## config.mk

```make
export PLATFORM = sky130hd
export DESIGN_NAME = lru_key_value_cache
export DESIGN_NICKNAME = d
export VERILOG_FILES = /design/src/design/lkvc_pkg.sv /design/src/design/lkvc_ram.sv /design/src/design/lkvc_ctrl.sv /design/src/design/lkvc_dp.sv /design/src/design/lru_key_value_cache.sv
export SDC_FILE = /design/constraint.sdc
export NUM_CORES = 2
export LEC_CHECK = 0
export BUFFER_PORTS_ARGS = -buffer_cell sky130_fd_sc_hd__buf_2
export CAP_MARGIN = 40
export CORE_ASPECT_RATIO = 1.4
export CORE_MARGIN = 2
export CORE_UTILIZATION = 43
export CTS_CLUSTER_SIZE = 12
export DETAILED_ROUTE_END_ITERATION = 6
export GPL_TIMING_DRIVEN = 0
export REMOVE_ABC_BUFFERS = 1
export SYNTH_ARGS = -nofsm -noshare
export SYNTH_HDL_FRONTEND = slang
export SYNTH_HIERARCHICAL = 1
export SYNTH_SLANG_ARGS = --single-unit
```

## constraint.sdc

```tcl
create_clock -name clk -period 7.5 [get_ports clk]
set_input_delay 0.375 -clock clk [delete_from_list [all_inputs] [get_ports clk]]
set_output_delay 0.375 -clock clk [all_outputs]
set_load 0.02 [all_outputs]
```

## src/design/lkvc_pkg.sv

```systemverilog
// Package for the LRU key-value cache: controller states, the command and
// status groups between controller and datapath, and fixed codes.
// No dependencies.
`default_nettype none

package lkvc_pkg;

	localparam logic MODE_GET = 1'b0;
	localparam logic MODE_PUT = 1'b1;

	localparam logic [31:0] MISS_VALUE = 32'hFFFF_FFFF;
	localparam logic [31:0] PUT_VALUE  = 32'h0000_0000;

	localparam logic [4:0] CAPACITY_RESET = 5'd16;

	typedef enum logic [1:0] {
		ST_IDLE,
		ST_SCAN,
		ST_APPLY,
		ST_RESULT
	} lkvc_state_t;

	typedef struct packed {
		logic accept;
		logic scan;
		logic apply;
		logic out_load;
	} lkvc_cmd_t;

	typedef struct packed {
		logic scan_last;
		logic out_free;
	} lkvc_sts_t;

endpackage

`default_nettype wire

```

## src/design/lkvc_ram.sv

```systemverilog
// Generic single-write, single-read memory with a registered read port.
// No dependencies.
`default_nettype none

module lkvc_ram #(
	parameter int WIDTH = 32,
	parameter int DEPTH = 16,
	localparam int AW = $clog2(DEPTH)
) (
	input  wire logic             clk,
	input  wire logic             we,
	input  wire logic [AW-1:0]    waddr,
	input  wire logic [WIDTH-1:0] wdata,
	input  wire logic [AW-1:0]    raddr,
	output logic      [WIDTH-1:0] rdata
);

	logic [WIDTH-1:0] mem_q [DEPTH];

	always_ff @(posedge clk) begin
		if (we) begin
			mem_q[waddr] <= wdata;
		end
		rdata <= mem_q[raddr];
	end

endmodule

`default_nettype wire

```

## src/design/lkvc_ctrl.sv

```systemverilog
// Controller state machine of the LRU key-value cache.
// Depends on lkvc_pkg for the state type and the command and status groups.
`default_nettype none

module lkvc_ctrl import lkvc_pkg::*; (
	input  wire logic      clk,
	input  wire logic      arst_n,
	input  wire logic      in_valid,
	output logic           in_stall,
	input  wire lkvc_sts_t sts,
	output lkvc_cmd_t      cmd
);

	lkvc_state_t state_q, state_d;

	always_ff @(posedge clk or negedge arst_n) begin
		if (!arst_n) begin
			state_q <= ST_IDLE;
		end else begin
			state_q <= state_d;
		end
	end

	always_comb begin
		state_d  = state_q;
		cmd      = '0;
		in_stall = 1'b1;
		case (state_q)
			ST_IDLE: begin
				in_stall = 1'b0;
				if (in_valid) begin
					cmd.accept = 1'b1;
					state_d    = ST_SCAN;
				end
			end
			ST_SCAN: begin
				cmd.scan = 1'b1;
				if (sts.scan_last) begin
					state_d = ST_APPLY;
				end
			end
			ST_APPLY: begin
				cmd.apply = 1'b1;
				state_d   = ST_RESULT;
			end
			ST_RESULT: begin
				if (sts.out_free) begin
					cmd.out_load = 1'b1;
					state_d      = ST_IDLE;
				end
			end
			default: begin
				state_d = ST_IDLE;
			end
		endcase
	end

endmodule

`default_nettype wire

```

## src/design/lkvc_dp.sv

```systemverilog
// Datapath of the LRU key-value cache: key scan, recency ranks, valid bits,
// capacity register, key and value memories, and the result register.
// Depends on lkvc_pkg and lkvc_ram.
`default_nettype none

module lkvc_dp import lkvc_pkg::*; #(
	parameter int ENTRIES = 16,
	localparam int IW = $clog2(ENTRIES),
	localparam int OW = $clog2(ENTRIES + 1)
) (
	input  wire logic               clk,
	input  wire logic               arst_n,
	input  wire logic               cfg_valid,
	input  wire logic        [4:0]  capacity,
	input  wire logic               mode,
	input  wire logic signed [31:0] lookup_key,
	input  wire logic signed [31:0] write_value,
	input  wire logic               out_stall,
	output logic                    out_valid,
	output logic                    hit,
	output logic signed      [31:0] read_value,
	input  wire lkvc_cmd_t          cmd,
	output lkvc_sts_t               sts
);

	logic [ENTRIES-1:0] valid_q;
	logic [IW-1:0]      age_q [ENTRIES];
	logic [OW-1:0]      occ_q;
	logic [OW-1:0]      cnt_q;
	logic [4:0]         capacity_q;

	logic               mode_q;
	logic [31:0]        key_q;
	logic [31:0]        wval_q;
	logic               hit_q;
	logic               slot_found_q;
	logic [IW-1:0]      hit_idx_q;
	logic [IW-1:0]      slot_idx_q;

	logic               out_valid_q;
	logic               out_hit_q;
	logic [31:0]        out_value_q;

	logic [OW-1:0]      cap_eff;
	logic [OW-1:0]      cap_m1;
	logic               evict_on;
	logic               cmp_en;
	logic [IW-1:0]      cmp_idx;
	logic               cmp_valid;
	logic [IW-1:0]      cmp_age;
	logic               cmp_match;
	logic               cmp_free;
	logic [ENTRIES-1:0] evict_mask;
	logic [IW-1:0]      hit_age;
	logic               put_miss;

	logic [31:0]        key_rdata;
	logic [31:0]        val_rdata;
	logic               key_we;
	logic               val_we;
	logic [IW-1:0]      val_waddr;

	always_comb begin
		if (capacity_q == 5'd0) begin
			cap_eff = OW'(1);
		end else if (32'(capacity_q) > 32'(ENTRIES)) begin
			cap_eff = OW'(ENTRIES);
		end else begin
			cap_eff = OW'(capacity_q);
		end
	end

	assign cap_m1    = cap_eff - OW'(1);
	assign evict_on  = occ_q >= cap_eff;
	assign cmp_en    = cmd.scan && (cnt_q != '0);
	assign cmp_idx   = IW'(cnt_q - OW'(1));
	assign cmp_valid = valid_q[cmp_idx];
	assign cmp_age   = age_q[cmp_idx];
	assign cmp_match = cmp_valid && (key_rdata == key_q);
	assign cmp_free  = !cmp_valid || (evict_on && (OW'(cmp_age) >= cap_m1));
	assign hit_age   = age_q[hit_idx_q];
	assign put_miss  = (mode_q == MODE_PUT) && !hit_q;

	always_comb begin
		for (int i = 0; i < ENTRIES; i++) begin
			evict_mask[i] = evict_on && valid_q[i] && (OW'(age_q[i]) >= cap_m1);
		end
	end

	always_ff @(posedge clk or negedge arst_n) begin
		if (!arst_n) begin
			capacity_q   <= CAPACITY_RESET;
			valid_q      <= '0;
			occ_q        <= '0;
			cnt_q        <= '0;
			hit_q        <= 1'b0;
			slot_found_q <= 1'b0;
			out_valid_q  <= 1'b0;
			out_hit_q    <= 1'b0;
			for (int i = 0; i < ENTRIES; i++) begin
				age_q[i] <= '0;
			end
		end else begin
			if (cfg_valid) begin
				capacity_q <= capacity;
			end
			if (cmd.accept) begin
				cnt_q        <= '0;
				hit_q        <= 1'b0;
				slot_found_q <= 1'b0;
			end
			if (cmd.scan) begin
				cnt_q <= cnt_q + OW'(1);
				if (cmp_en && cmp_match && !hit_q) begin
					hit_q <= 1'b1;
				end
				if (cmp_en && cmp_free && !slot_found_q) begin
					slot_found_q <= 1'b1;
				end
			end
			if (cmd.apply) begin
				if (hit_q) begin
					for (int i = 0; i < ENTRIES; i++) begin
						if (valid_q[i] && (age_q[i] < hit_age)) begin
							age_q[i] <= age_q[i] + IW'(1);
						end
					end
					age_q[hit_idx_q] <= '0;
				end else if (mode_q == MODE_PUT) begin
					for (int i = 0; i < ENTRIES; i++) begin
						if (evict_mask[i]) begin
							valid_q[i] <= 1'b0;
							age_q[i]   <= '0;
						end else if (valid_q[i]) begin
							age_q[i] <= age_q[i] + IW'(1);
						end
					end
					valid_q[slot_idx_q] <= 1'b1;
					age_q[slot_idx_q]   <= '0;
					occ_q <= (evict_on ? cap_m1 : occ_q) + OW'(1);
				end
			end
			if (cmd.out_load) begin
				out_valid_q <= 1'b1;
				out_hit_q   <= hit_q;
			end else if (out_valid_q && !out_stall) begin
				out_valid_q <= 1'b0;
			end
		end
	end

	always_ff @(posedge clk) begin
		if (cmd.accept) begin
			mode_q <= mode;
			key_q  <= lookup_key;
			wval_q <= write_value;
		end
		if (cmp_en && cmp_match && !hit_q) begin
			hit_idx_q <= cmp_idx;
		end
		if (cmp_en && cmp_free && !slot_found_q) begin
			slot_idx_q <= cmp_idx;
		end
		if (cmd.out_load) begin
			if (mode_q == MODE_PUT) begin
				out_value_q <= PUT_VALUE;
			end else if (hit_q) begin
				out_value_q <= val_rdata;
			end else begin
				out_value_q <= MISS_VALUE;
			end
		end
	end

	assign key_we    = cmd.apply && put_miss;
	assign val_we    = cmd.apply && (mode_q == MODE_PUT);
	assign val_waddr = hit_q ? hit_idx_q : slot_idx_q;

	lkvc_ram #(
		.WIDTH(32),
		.DEPTH(ENTRIES)
	) u_key_ram (
		.clk   (clk),
		.we    (key_we),
		.waddr (slot_idx_q),
		.wdata (key_q),
		.raddr (cnt_q[IW-1:0]),
		.rdata (key_rdata)
	);

	lkvc_ram #(
		.WIDTH(32),
		.DEPTH(ENTRIES)
	) u_value_ram (
		.clk   (clk),
		.we    (val_we),
		.waddr (val_waddr),
		.wdata (wval_q),
		.raddr (hit_idx_q),
		.rdata (val_rdata)
	);

	assign sts.scan_last = (cnt_q == OW'(ENTRIES));
	assign sts.out_free  = !out_valid_q || !out_stall;

	assign out_valid  = out_valid_q;
	assign hit        = out_hit_q;
	assign read_value = out_value_q;

	a_occ_matches_valid: assert property (@(posedge clk) disable iff (!arst_n)
		$countones(valid_q) == int'(occ_q))
		else $error("Occupancy differs from the number of valid entries.");

	a_occ_in_range: assert property (@(posedge clk) disable iff (!arst_n)
		int'(occ_q) <= ENTRIES)
		else $error("Occupancy exceeds the number of entries.");

	a_insert_has_slot: assert property (@(posedge clk) disable iff (!arst_n)
		cmd.apply && put_miss |-> slot_found_q)
		else $error("Insert without a free or evictable slot.");

	a_insert_fills: assert property (@(posedge clk) disable iff (!arst_n)
		cmd.apply && put_miss |=> occ_q != '0)
		else $error("Insert left the cache empty.");

endmodule

`default_nettype wire

```

## src/design/lru_key_value_cache.sv

```systemverilog
// Top level of the fully associative key-value cache with LRU replacement.
// Depends on lkvc_pkg, lkvc_ctrl, lkvc_dp and lkvc_ram.
//
//   Channel  Handshake               Payload
//   cfg      cfg_valid / cfg_ready   capacity
//   in       in_valid / in_stall     mode, lookup_key, write_value
//   out      out_valid / out_stall   hit, read_value
//
// Each transaction is accepted, then scans the key memory one entry per cycle
// through its registered read port, then updates ranks and memories, and
// finally loads the result register.
// Reset clears all valid marks, ranks and occupancy at once; capacity resets to 16.
// A new transaction is accepted while the previous result waits in the result
// register; a stalled output holds the controller only at its final step.
`default_nettype none

module lru_key_value_cache import lkvc_pkg::*; #(
	parameter int ENTRIES = 16
) (
	input  wire logic               clk,
	input  wire logic               arst_n,
	input  wire logic               cfg_valid,
	output logic                    cfg_ready,
	input  wire logic        [4:0]  capacity,
	input  wire logic               in_valid,
	output logic                    in_stall,
	input  wire logic               mode,
	input  wire logic signed [31:0] lookup_key,
	input  wire logic signed [31:0] write_value,
	output logic                    out_valid,
	input  wire logic               out_stall,
	output logic                    hit,
	output logic signed      [31:0] read_value
);

	lkvc_cmd_t cmd;
	lkvc_sts_t sts;

	assign cfg_ready = 1'b1;

	lkvc_ctrl u_ctrl (
		.clk      (clk),
		.arst_n   (arst_n),
		.in_valid (in_valid),
		.in_stall (in_stall),
		.sts      (sts),
		.cmd      (cmd)
	);

	lkvc_dp #(
		.ENTRIES(ENTRIES)
	) u_dp (
		.clk         (clk),
		.arst_n      (arst_n),
		.cfg_valid   (cfg_valid),
		.capacity    (capacity),
		.mode        (mode),
		.lookup_key  (lookup_key),
		.write_value (write_value),
		.out_stall   (out_stall),
		.out_valid   (out_valid),
		.hit         (hit),
		.read_value  (read_value),
		.cmd         (cmd),
		.sts         (sts)
	);

endmodule

`default_nettype wire
```

# --- Word-level counts from Yosys, hierarchy flattened ---
# Memory sizes are Yosys's and may differ from the RTL's. A register that Yosys moved wholly into a read port is not among the register bits.
# Cells that the tools add are included.
word_totals:
  elab_cells: 429
  inputBits: 75
  output_inout_bits: 36
  ff_bits: 206
  ramBits: 1024
  memories: 2
mem_list:
  columns: ["name", "depth", "word_bits", "read_ports", "rd_ports_with_merged_regs", "wr", "line", "rtl"]
  rows:
  - ["u_dp.u_key_ram.mem_q", 16, 32, 1, 1, 1, "lkvc_ram.sv:18", "logic [WIDTH-1:0] mem_q [DEPTH];"]
  - ["u_dp.u_value_ram.mem_q", 16, 32, 1, 1, 1, "lkvc_ram.sv:18", null]
classes:
  n_reduce_logical: 78
  n_lt_le_gt_ge: 43
  n_bitwise: 9
  n_addsub: 20
  n_eq_ne: 8
  muxes: 238
ops:
  columns: ["cell", "count"]
  rows:
  - ["4-bit 2-to-1 mux", 135]
  - ["64-bit AND", 2]
  - ["64-bit 2-to-1 mux", 2]
  - ["64-bit NOT", 2]
  - ["4-bit by 5-bit >= comparator with 1-bit output", 17]
  - ["1-bit 2-to-1 mux", 85]
  - ["4-bit by 1-bit adder with 4-bit output, second input constant", 16]
  - ["4-bit less-than comparator", 16]
  - ["1-bit logical AND", 62]
  - ["4-bit binary-select mux with 4-bit select", 2]
  - ["4-bit demux with 4-bit select", 2]
  - ["32-bit equality test", 1]
  - ["32-bit 2-to-1 mux", 1]
  - ["5-bit 2-to-1 mux", 5]
  - ["16-bit OR", 1]
  - ["5-bit >= comparator, second input constant", 3]
  - ["4-bit NOT with 5-bit output", 3]
  - ["5-bit by 1-bit adder with 5-bit output, second input constant", 2]
  - ["4-bit by 5-bit less-than comparator with 1-bit output, second input constant", 2]
  - ["5-bit by 1-bit less-than comparator with 1-bit output, second input constant", 2]
  - ["2-bit case mux with 4 select lines", 1]
  - ["2-bit 2-to-1 mux", 3]
  - ["2-bit != test, second input constant", 3]
  - ["3-bit AND reduction", 2]
  - ["other kinds (18)", 26]

# --- Logic depth before layout (Yosys ltp) ---
logic_depth:
  word_depth: 13
  depth_mapped: 16
  depth_no_buf: 13

# --- By module ---
# The synthesis kept the hierarchy.
by_module_without_submodules:
  columns: ["module", "seq_area_each_um2", "instances", "area_per_inst_um2", "cells_per_inst"]
  rows:
  - ["lkvc_ram", 16015.4, 2, 19835.3, 838]
  - ["lkvc_dp", 5631.7, 1, 13867.0, 1382]
  - ["lkvc_ctrl", 50.0, 1, 181.4, 19]
  - ["lru_key_value_cache", 0.0, 1, 11.3, 2]

# --- Worst setup path before layout ---
# OpenSTA, ideal clock, no wires.
synth_timing:
  path_kind: "flip-flop to flip-flop"
  start: "reg u_dp.hit_q"
  end: "mem u_dp.u_value_ram.mem_q[0][0], enable pin"
  period_less_slack_ns: 4.780
  required_time_ns: 7.039
  setup_ns: 0.461
  n_path_buf: 3
  arrival_time_ns: 4.319
  path_slack_ns: 2.720
  path_stages_with_launch: 7
  cell_sequence: "dfrtp_1 -> clkbuf_1 -> clkbuf_1 -> buf_1 -> mux2_2 -> or3b_2 -> nor3_1"
synth_between:
  elab_chain_len: 1
synth_rtl:
  columns: ["item", "line", "rtl"]
  rows:
  - ["from (decl)", "lkvc_dp.sv:35", "logic hit_q;"]
  - ["from (signal assigned)", "lkvc_dp.sv:96", "hit_q <= 1'b0;"]
  - ["from (signal assigned)", "lkvc_dp.sv:109", "hit_q <= 1'b0;"]
  - ["from (signal assigned)", "lkvc_dp.sv:115", "hit_q <= 1'b1;"]
  - ["4-bit 2-to-1 mux", "lkvc_dp.sv:177", "assign val_waddr = hit_q ? hit_idx_q : slot_idx_q;"]
  - ["named net u_dp.val_waddr[2]", "lkvc_dp.sv:61", "logic [IW-1:0] val_waddr;"]
  - ["to (decl)", "lkvc_ram.sv:18", null]
# The timed path passes the listed nets, and every way through them passes these cells.

# --- Final worst setup path ---
layout_timing:
  start: "reg u_dp.hit_q"
  end: "mem u_dp.u_key_ram.mem_q[0][11], enable pin"
layout_between:
  elab_chain_len: 5
layout_rtl:
  columns: ["item", "line", "rtl"]
  rows:
  - ["1-bit zero test", "lkvc_dp.sv:82", "assign put_miss = (mode_q == MODE_PUT) && !hit_q;"]
  - ["1-bit logical AND", "lkvc_dp.sv:82", null]
  - ["1-bit logical AND", "lkvc_dp.sv:175", "assign key_we = cmd.apply && put_miss;"]
  - ["1-bit 2-to-1 mux", "lkvc_ram.sv:21", "if (we) begin"]
  - ["1-bit 2-to-1 mux (not written as such)", "lkvc_ram.sv:22", "mem_q[waddr] <= wdata;"]
  - ["to (decl)", "lkvc_ram.sv:18", null]
# Every way passes these cells.

==> metrics.md <==
| Metric | Value |
|---|---|
| Outcome | `complete, but fails checks` |
| Violated checks | `design-rule violations` |
| Most frequent cells in the layout | `1129 x sky130_fd_sc_hd__edfxtp_1, 297 x sky130_fd_sc_hd__mux4_2, 181 x sky130_fd_sc_hd__nand2_1` |
| DP Wirelength | `88900 µm` |
| Post-Route Skew | `0.0353 ns` |
| Time the worst path needs with I/O delays and setup | `4.68 ns` |
| Critical Setup Path Class | `flop to flop` |
| Root buffer cell | `sky130_fd_sc_hd__clkbuf_16` |
| Initial antenna violation count | `4` |
| Total Die Area | `128000 µm²` |
| IR Drop Worst-Case VDD | `246 µV` |
| Deepest clock path buffer count | `3` |
| FMAX | `214 MHz` |
| Number of flops mapped to enable cells by yosys | `1129` |
| Final-layout worst hold slack | `0.128 ns` |
| Inserted Clock Buffers | `132` |
| Number of synthesized register bits | `1294` |
| Area growth from synthesis to layout | `18.2%` |
| Ratio of cells with drive above 1 in the final layout | `0.229` |
| Post-detailed-placement cell area | `58700 µm²` |
| Core Util, Final | `0.512` |
| Number of hold violations in the final report | `0` |
| Worst EP arrival | `5.14 ns` |
| Reg-to-reg setup timing slack | `2.82 ns` |
| Die Height | `422 µm` |
| First-pass GRT wire length | `208000 µm` |
| Proportion of synthesized flip-flops having asynchronous set or reset | `0.0781` |
| PD cells | `315 nW/µm²` |
| Count of warnings emitted by yosys | `6` |
| Mapped Area | `53700 µm²` |
| Total GRT Usage | `0.221` |
| Filler cells | `9978` |
| Initial DRT Pass Iterations | `7` |
| Post-DR vias/cell | `6.00` |
| R2R depth | `7` |
| Number of remaining DRC errors | `35` |
| Transition time at the pin with the least slew margin | `0.977 ns` |
| Number of standard-cell rows in the floorplan | `153` |
| Number of cells upsized or downsized after cts | `0` |
| # port buffers | `109` |
| Minimum setup slack in the final design | `2.82 ns` |
| Max_slew headroom | `0.346` |
| CORE AREA | `124000 µm²` |
| Routability Congestion | `0.890` |
| Maximum number of pins on one net before global-route repair | `63` |
| CTS tree | `done` |
| Number of unique standard cell types used by synthesis | `89` |
| GR Overflow Total | `0` |
| Post-placement setup slack | `2.85 ns` |
| Vias in the first global route | `31931` |
| Clk pin slew, worst setup/hold paths | `0.06 ns` |
| Starting density of the core | `0.433` |
| Max Slew Vio Count | `0` |
| R2R Path End | `u_dp/u_key_ram/mem_q[0][11]` |
| Worst reg2reg path startpoint | `u_dp/hit_q` |
| Number of DRC markers after the initial detailed-route iteration | `3221` |
| Number of levels the H-tree was split into | `4` |
| Number of sinks handled by clock tree synthesis | `1294` |
| Path class of the lowest-slack min-delay path | `primary input to async pin` |
| Via total after detailed routing | `30697` |
| Seq/Total Area, Yosys | `0.702` |
| Number of max-cap violations | `0` |
| Detail Route Antenna Nets | `0` |
| Most used DFF post-synth | `sky130_fd_sc_hd__edfxtp_1` |
| Unrepaired setup endpoints after global routing | `no` |
| Finished layout cell area | `63500 µm²` |
| WL/cell | `27.3 µm` |
| Synthesized instance count | `3079` |
| Mean cell area of the mapped netlist | `17.5 µm²` |
| Most common cell after layout, fill and taps aside | `sky130_fd_sc_hd__edfxtp_1` |
| Fraction of the cycle the final worst path needs | `0.624` |
| Boundary pin count | `111` |
| Layout net count | `3573` |
| Worst-Skew Late Latency | `0.77 ns` |
| Worst setup EP type | `flop` |
| Number of setup violations in the final report | `0` |
| Reported leakage power | `0.0215 µW` |
| Critical Path RT | `7.96 ns` |
| Die Span X | `303 µm` |
| Final WL | `140000 µm` |
| Maximum fanout along the worst path | `20` |
| Critical Path Start Type | `flop` |
-- what timing repair did --
item	CTS	global route
hold endpoints to repair	171	0
setup buffers	0	0
endpoints found under the setup margin	0	0
hold buffers	78	0
-- flip-flops by register name, indices dropped and copies added, names as in the netlist, 2 cells and up --
register,count
u_dp/key_q,32
u_dp/slot_idx_q,4
u_dp/occ_q,5
u_dp/read_value,32
u_dp/u_value_ram/rdata,32
u_ctrl/state_q,2
u_dp/wval_q,32
u_dp/u_key_ram/rdata,32
u_dp/cnt_q,5
u_dp/hit_idx_q,4
u_dp/u_key_ram/mem_q,512
u_dp/valid_q,16
u_dp/age_q,64
u_dp/capacity_q,5
u_dp/u_value_ram/mem_q,512
-- report_power, final --
part           total [µW]  switching (µW)  internal [µW]
combinational        4410            2430           1980
sequential           9430             820           8610
clock                6190            2720           3470
total               20000            5970          14100
-- layer usage --
layer / global-route usage / vias up / part of all wire
li1: - / 13063 / -
met1: 0.288 / 16068 / 0.39
met2: 0.373 / 1228 / 0.51
met3: 0.0388 / 332 / 0.062
met4: 0.0783 / 6 / 0.035
met5: 0 / - / 0.00026
-- per-stage QoR --
| stage | instances | total power, µW | setup TNS (ns) |
|---|---|---|---|
| 2_1_floorplan | 2923 | 12300 | -280.62 |
| 3_3_place_gp | 4659 | 13800 | -4176.56 |
| 3_5_place_dp | 4800 | 13900 | 0 |
| 4_1_cts | 5117 | 20100 | 0 |
| 5_1_grt | 5117 | 20900 | 0 |
| 6_report | 5118 | 20000 | 0 |
-- cell type report --
class	instances	area (µm²)	share of cell area
Clock buffer	217	3740	0.0588
Inverter	93	349	0.00550
Timing Repair Buffer	328	4070	0.0640
Antenna cell	1	2.50	0.0000394
Sequential cell	1294	37700	0.594
Multi-Input combinational cell	1536	15300	0.241
Clock inverter	22	294	0.00463
Tap cell	1627	2040	0.0321
-- logic make-up (layout without fill, tap and decap cells) --
group	after synthesis	after routing	synth area share
buffers and inverters	249	660	0.0197
xor gates and xnor gates	37	37	0.00603
and+or+nand+nor	513	513	0.0459
other	1	2	0.0000698
muxes	329	329	0.131
adders and majority gates	123	123	0.0282
DFF	1294	1294	0.702
AOI/OAI and AO/OA	533	533	0.0674
-- worst max-delay path, stage by stage, from the launching register on --
cell	delay [ns]
sky130_fd_sc_hd__dfrtp_4	0.60
sky130_fd_sc_hd__inv_1	0.64
sky130_fd_sc_hd__nand2_1	0.67
sky130_fd_sc_hd__inv_2	0.66
sky130_fd_sc_hd__or3b_2	0.62
sky130_fd_sc_hd__nor3_2	0.64
sky130_fd_sc_hd__buf_4	0.33
sky130_fd_sc_hd__buf_4	0.21
-- cell usage after synthesis, drive strengths merged (8+ instances only) --
master  count  share of area
and3       14         0.0016
clkbuf     85         0.0059
or3        16         0.0019
and2       14         0.0017
a22o       12         0.0020
mux4      297           0.12
a21oi     100         0.0094
inv        93         0.0065
o311ai     12         0.0020
nand2     181          0.013
nor2      100         0.0070
nor4       14         0.0017
nand4      15         0.0017
a22oi     134          0.019
a211oi     13         0.0018
dfrtp     100          0.047
xnor2      16         0.0026
nand3      40         0.0037
nand2b     30         0.0035
a31oi      21         0.0026
o31ai      29         0.0044
o21ai     102         0.0095
o22ai      17         0.0020
xor2       21         0.0034
maj3       10         0.0019
buf        71         0.0072
ha        113          0.026
mux2i      12         0.0022
mux2       20         0.0042
a21o        8         0.0011
edfxtp   1129           0.63
nor2b      24         0.0028
dfxtp      64          0.024
o21a       14         0.0020
nor3       35         0.0033
-- worst max path at each step --
| stage | startpoint | endpoint | slack (ns) | cells after the start |
|---|---|---|---|---|
| floorplan | u_dp/cnt_q[0] | u_dp/slot_idx_q[0] | -2.42 | 12 |
| global placement | u_dp/cnt_q[0] | u_dp/slot_idx_q[0] | -6.26 | 12 |
| detailed placement | u_dp/hit_q | u_dp/u_key_ram/mem_q[0][17] | 2.85 | 7 |
| CTS | u_dp/cnt_q[0] | u_dp/slot_idx_q[2] | 2.85 | 13 |
| global route | u_dp/cnt_q[0] | u_dp/slot_idx_q[2] | 2.65 | 13 |
| finish | u_dp/hit_q | u_dp/u_key_ram/mem_q[0][11] | 2.82 | 7 |
No activity file was read; power rests on OpenSTA's default activity.
